### src/frns_pkg.sv
// Package for the fixed-radius neighbor search block.
// Holds the field widths, operation and status codes, the command and queue types
// and the back-end state type. Depends on nothing.
package frns_pkg;

   localparam int POS_W   = 16;
   localparam int IDX_W   = 6;
   localparam int CNT_W   = 7;
   localparam int FUNC_W  = 2;
   localparam int STAT_W  = 3;
   localparam int ENTRY_W = 4 * POS_W;
   localparam int QDEPTH  = 2;
   localparam int QPTR_W  = 1;

   localparam logic [FUNC_W-1:0] FUNC_ADD    = 2'd0;
   localparam logic [FUNC_W-1:0] FUNC_REMOVE = 2'd1;
   localparam logic [FUNC_W-1:0] FUNC_QUERY  = 2'd2;

   localparam logic REG_MAX_COUNT = 1'b0;
   localparam logic REG_MIN_COUNT = 1'b1;

   localparam logic [CNT_W-1:0] MAX_COUNT_RESET = 7'd64;
   localparam logic [CNT_W-1:0] MIN_COUNT_RESET = 7'd10;

   typedef enum logic [1:0] {
      OP_ADD,
      OP_REMOVE,
      OP_QUERY
   } op_type;

   typedef enum logic [STAT_W-1:0] {
      STAT_NEIGHBOR,
      STAT_NONE,
      STAT_ADDED,
      STAT_ADD_REFUSED,
      STAT_REMOVED,
      STAT_REMOVE_REFUSED,
      STAT_BAD_INDEX
   } status_type;

   typedef enum logic [1:0] {
      BS_IDLE,
      BS_QLOAD,
      BS_WALK,
      BS_FINISH
   } back_state_type;

   typedef struct packed {
      op_type                   op;
      logic signed [POS_W-1:0]  pos_x;
      logic signed [POS_W-1:0]  pos_y;
      logic signed [POS_W-1:0]  vel_x;
      logic signed [POS_W-1:0]  vel_y;
      logic [IDX_W-1:0]         query_index;
      logic [POS_W-1:0]         radius;
   } cmd_type;

   typedef struct packed {
      logic    push;
      cmd_type cmd;
   } q_push_type;

   typedef struct packed {
      logic valid;
      logic full;
   } q_status_type;

endpackage

### src/frns_queue.sv
// Two-entry command queue between the front end and the back end.
// Depends on frns_pkg.
module frns_queue (
   input  logic                      clock,
   input  logic                      reset,
   input  frns_pkg::q_push_type      q_push,
   input  logic                      pop,
   output frns_pkg::q_status_type    q_stat,
   output frns_pkg::cmd_type         head
);
   import frns_pkg::*;

   cmd_type             slot_ff [QDEPTH];
   logic [QPTR_W-1:0]   wr_ptr_ff, wr_ptr_in;
   logic [QPTR_W-1:0]   rd_ptr_ff, rd_ptr_in;
   logic [QPTR_W:0]     fill_ff, fill_in;
   logic                do_push, do_pop;

   assign q_stat.valid = (fill_ff != '0);
   assign q_stat.full  = (fill_ff == (QPTR_W+1)'(QDEPTH));
   assign head         = slot_ff[rd_ptr_ff];

   always_comb begin
      do_push   = q_push.push && !q_stat.full;
      do_pop    = pop && q_stat.valid;
      wr_ptr_in = do_push ? wr_ptr_ff + 1'b1 : wr_ptr_ff;
      rd_ptr_in = do_pop ? rd_ptr_ff + 1'b1 : rd_ptr_ff;
      fill_in   = fill_ff + (QPTR_W+1)'(do_push) - (QPTR_W+1)'(do_pop);
   end

   always_ff @(posedge clock) begin
      if (reset) begin
         wr_ptr_ff <= '0;
         rd_ptr_ff <= '0;
         fill_ff   <= '0;
      end else begin
         wr_ptr_ff <= wr_ptr_in;
         rd_ptr_ff <= rd_ptr_in;
         fill_ff   <= fill_in;
      end
   end

   always_ff @(posedge clock) begin
      if (do_push) begin
         slot_ff[wr_ptr_ff] <= q_push.cmd;
      end
   end

endmodule

### config.mk
export PLATFORM = sky130hd
export DESIGN_NAME = frns_queue
export DESIGN_NICKNAME = d
export VERILOG_FILES = /design/src/frns_pkg.sv /design/src/frns_queue.sv
export SDC_FILE = /design/constraint.sdc
export NUM_CORES = 1
export LEC_CHECK = 0
export ABC_AREA = 1
export BUFFER_PORTS_ARGS = -buffer_cell sky130_fd_sc_hd__buf_2
export CORE_MARGIN = 2
export CORE_UTILIZATION = 36
export CTS_CLUSTER_DIAMETER = 80
export DETAILED_ROUTE_END_ITERATION = 16
export SYNTH_ARGS = -nofsm -noshare
export SYNTH_HDL_FRONTEND = slang
export SYNTH_SLANG_ARGS = --single-unit
### constraint.sdc
create_clock -name clock -period 7.79 [get_ports clock]
set_input_delay 2.337 -clock clock [delete_from_list [all_inputs] [get_ports clock]]
set_output_delay 2.337 -clock clock [all_outputs]
set_load 0.02 [all_outputs]
==> flow_summary.toml <==
[status]
status = "finished, final reports clean"

[clock_network]
clk_pin_slew_ns = 0.07
htree_levels = 4
hold_buffers = 0
ctsRootBufferMaster = "clkbuf_16"
cts_tree = "yes"
clock_path_buffers = 2
ctsResizeCount = 0
cts.sinks = 181
insertion_delay_ns = 0.42
cts_setup_buffers = 0
cts_buffers = 17

[yosys]
synthesis.instances = 313
synth_cell_types = 12
ys_seq_area_share_pct = 80.6
synth_area_leader_cell = "edfxtp_1"
async_flop_share_pct = 0
synth_seq_cells = 181
syn_nets = 407
yosysMostFrequentCell = "edfxtp_1"
syn_area_per_cell_um2 = 21.3
synth_common_cells = "edfxtp_1 (176), mux2_2 (68), mux2_4 (20)"
yosys_warnings = 0
synth_ff_type = "edfxtp_1"
synth.top_cell.area_share_pct = 79.1
synth_area_leaders = "edfxtp_1 (79%), mux2_2 (11%), mux2_4 (4.5%)"
syn_area_mm2 = 0.00668
synth_edf_count = 176

[power]
p_per_area_mw_per_mm2 = 345
leakagePower_nw = 3.22
ir_worst_vdd_uv = 168

[worst_setup_path]
crit_type = "flop to output port"
reg2reg_to = "slot_ff[0][68]$_DFFE_PP_"
critical_path_buf_inv_count = 2
crit_chain = "buf_4 > mux2_2 > buf_2"
required_ns = 5.45
r2r_cells = 5
crit_arrival_ns = 2.51
cp-endpoint = "head[11]"
cpLargestDelayFamily = "buffers and inverters"
slowest_delay_ns = 0.82
reg2reg_slack_ns = 5.27
cp.depth = 3
crit_path_end_kind = "output port"
slowest_stage = "buf_4"
cp_max_fo = 65
worstSetupStartpointType = "flop"
r2r_start = "fill_ff[0]$_SDFF_PP0_"

[final_layout]
num_antenna_cells = 0
final_core_util_pct = 46.8
final_layout_size_suffix_gt1_share_pct = 59.2
num-nets-final = 600
syn2layout_area_growth_pct = 26.6
num-fill-cells = 1558

[sta]
fin_skew_ns = 0.0111
min_period_over_period_pct = 62.3
setup_viol = 0
fmax_ghz = 0.206
finalHoldViolations = 0
finalSetupTns_ns = 0
tightest_slew_ns = 0.964
rsz0062_at_grt = "no"
period_minus_slack_ns = 4.85
slew_headroom_pct = 35.8
slew_viol_final = 0

[routing]
drt_iter0_drc = 145
drc = 0
postRouteAntennaNets = 0
routedWlPerCell_um = 16.2
routed_wl_mm = 12.1
dr.pass1.iters = 4
vias_per_cell = 4.58
highest_layer = "met5"
wl_met2_mm = 6.03
vias = 3424
met1_length_mm = 5.03
wl_met3_um = 872

[global_routing]
grt_pass1_vias = 3657
grt_util_all_layers_pct = 12.4
antenna_found_initial = 1
gr-total-overflow = 0
grt_pass1_wl_mm = 18.5
grt_max_degree = 67

[floorplan]
core_mm2 = 0.0181
rows = 49
floorplan.die.width_um = 140
die_area_mm2 = 0.0197
start_util_pct = 36.9
die_y_um = 140
io_pins = 182

[place]
portBuffers = 181
place.gp.congestion = 0.716
dp_hpwl_mm = 7.74

[worst_hold_path]
hp-class = "flop to flop"

[flow_run]
drv_cap = 0
[worst register-to-register path: cells and delay by family (launching register included)]
family        cells  cell delay [ns]
buf+inv           2             0.89
simple gates      3             0.80
flops             1             0.37
[flip-flops by register name, indices dropped and copies added, names as in the netlist, named ones only]
name       cells
slot_ff      176
fill_ff        2
rd_ptr_ff      1
wr_ptr_ff      1
[power by group]
group          switching, W  internal [W]  total (W)  leakage, nW
combinational      0.000438      0.000290   0.000728         1.23
sequential        0.0000501       0.00124    0.00129         1.69
clock              0.000361      0.000540   0.000901        0.305
total              0.000849       0.00207    0.00292         3.22
[per-stage QoR]
stage	power, W	instances	setup WS [ns]	hold slack (ns)	cell area, um2
global route	0.00305	748	2.79	0.587	8460
detailed placement	0.00205	716	3.32	0.521	7830
floorplan	0.00183	313	1.18	0.467	6680
finish	0.00292	748	2.94	0.530	8460
global placement	0.00204	716	3.35	0.495	7830
CTS	0.00296	748	2.85	0.539	8460
[metal layers]
layer / global-route usage [%] / vias up
li1: - / 1599
met5: 0 / -
met4: 4.41 / 2
met1: 14.1 / 1679
met3: 4.92 / 19
met2: 21.1 / 125
[cells in the final DEF (no fill, tap or decap)]
master,instances
clkinv_2,4
nand3_1,3
inv_6,5
bufinv_16,4
edfxtp_1,176
mux2_2,68
dfxtp_1,4
dfxtp_4,1
buf_4,3
a21oi_1,2
buf_2,181
ha_1,2
inv_4,1
nor2_4,1
inv_1,9
nand2_1,8
mux2_4,20
clkinvlp_4,2
clkbuf_16,17
nor2_1,8
[worst min path at each step]
stage / from / to / slack (ns) / depth (start not counted)
2_1_floorplan: rd_ptr_ff$_SDFFE_PP0P_ / flop / 0.47 / 2
3_3_place_gp: rd_ptr_ff$_SDFFE_PP0P_ / rd_ptr_ff$_SDFFE_PP0P_ / 0.50 / 2
3_5_place_dp: rd_ptr_ff$_SDFFE_PP0P_ / rd_ptr_ff$_SDFFE_PP0P_ / 0.52 / 2
4_1_cts: rd_ptr_ff$_SDFFE_PP0P_ / rd_ptr_ff$_SDFFE_PP0P_ / 0.54 / 2
5_1_grt: rd_ptr_ff$_SDFFE_PP0P_ / rd_ptr_ff$_SDFFE_PP0P_ / 0.59 / 2
6_report: rd_ptr_ff$_SDFFE_PP0P_ / rd_ptr_ff$_SDFFE_PP0P_ / 0.53 / 2
[layout make-up]
| cell class | instances | area [um2] | share of cell area (%) |
|---|---|---|---|
| Clock buffer | 17 | 425 | 5.03 |
| Sequential cell | 181 | 5390 | 63.7 |
| Tap cell | 229 | 287 | 3.39 |
| Multi-Input combinational cell | 112 | 1190 | 14.0 |
| Clock inverter | 15 | 199 | 2.35 |
| Inverter | 10 | 40.0 | 0.474 |
| Timing Repair Buffer | 184 | 928 | 11.0 |
[cells by family after synthesis]
| logic type | synth area share, % |
|---|---|
| flops | 80.6 |
| mux | 16.0 |
| buf+inv | 1.69 |
| simple gates | 1.18 |
| compound gates | 0.150 |
| fa+ha+maj | 0.375 |
Power figures use the tool's default switching activity.
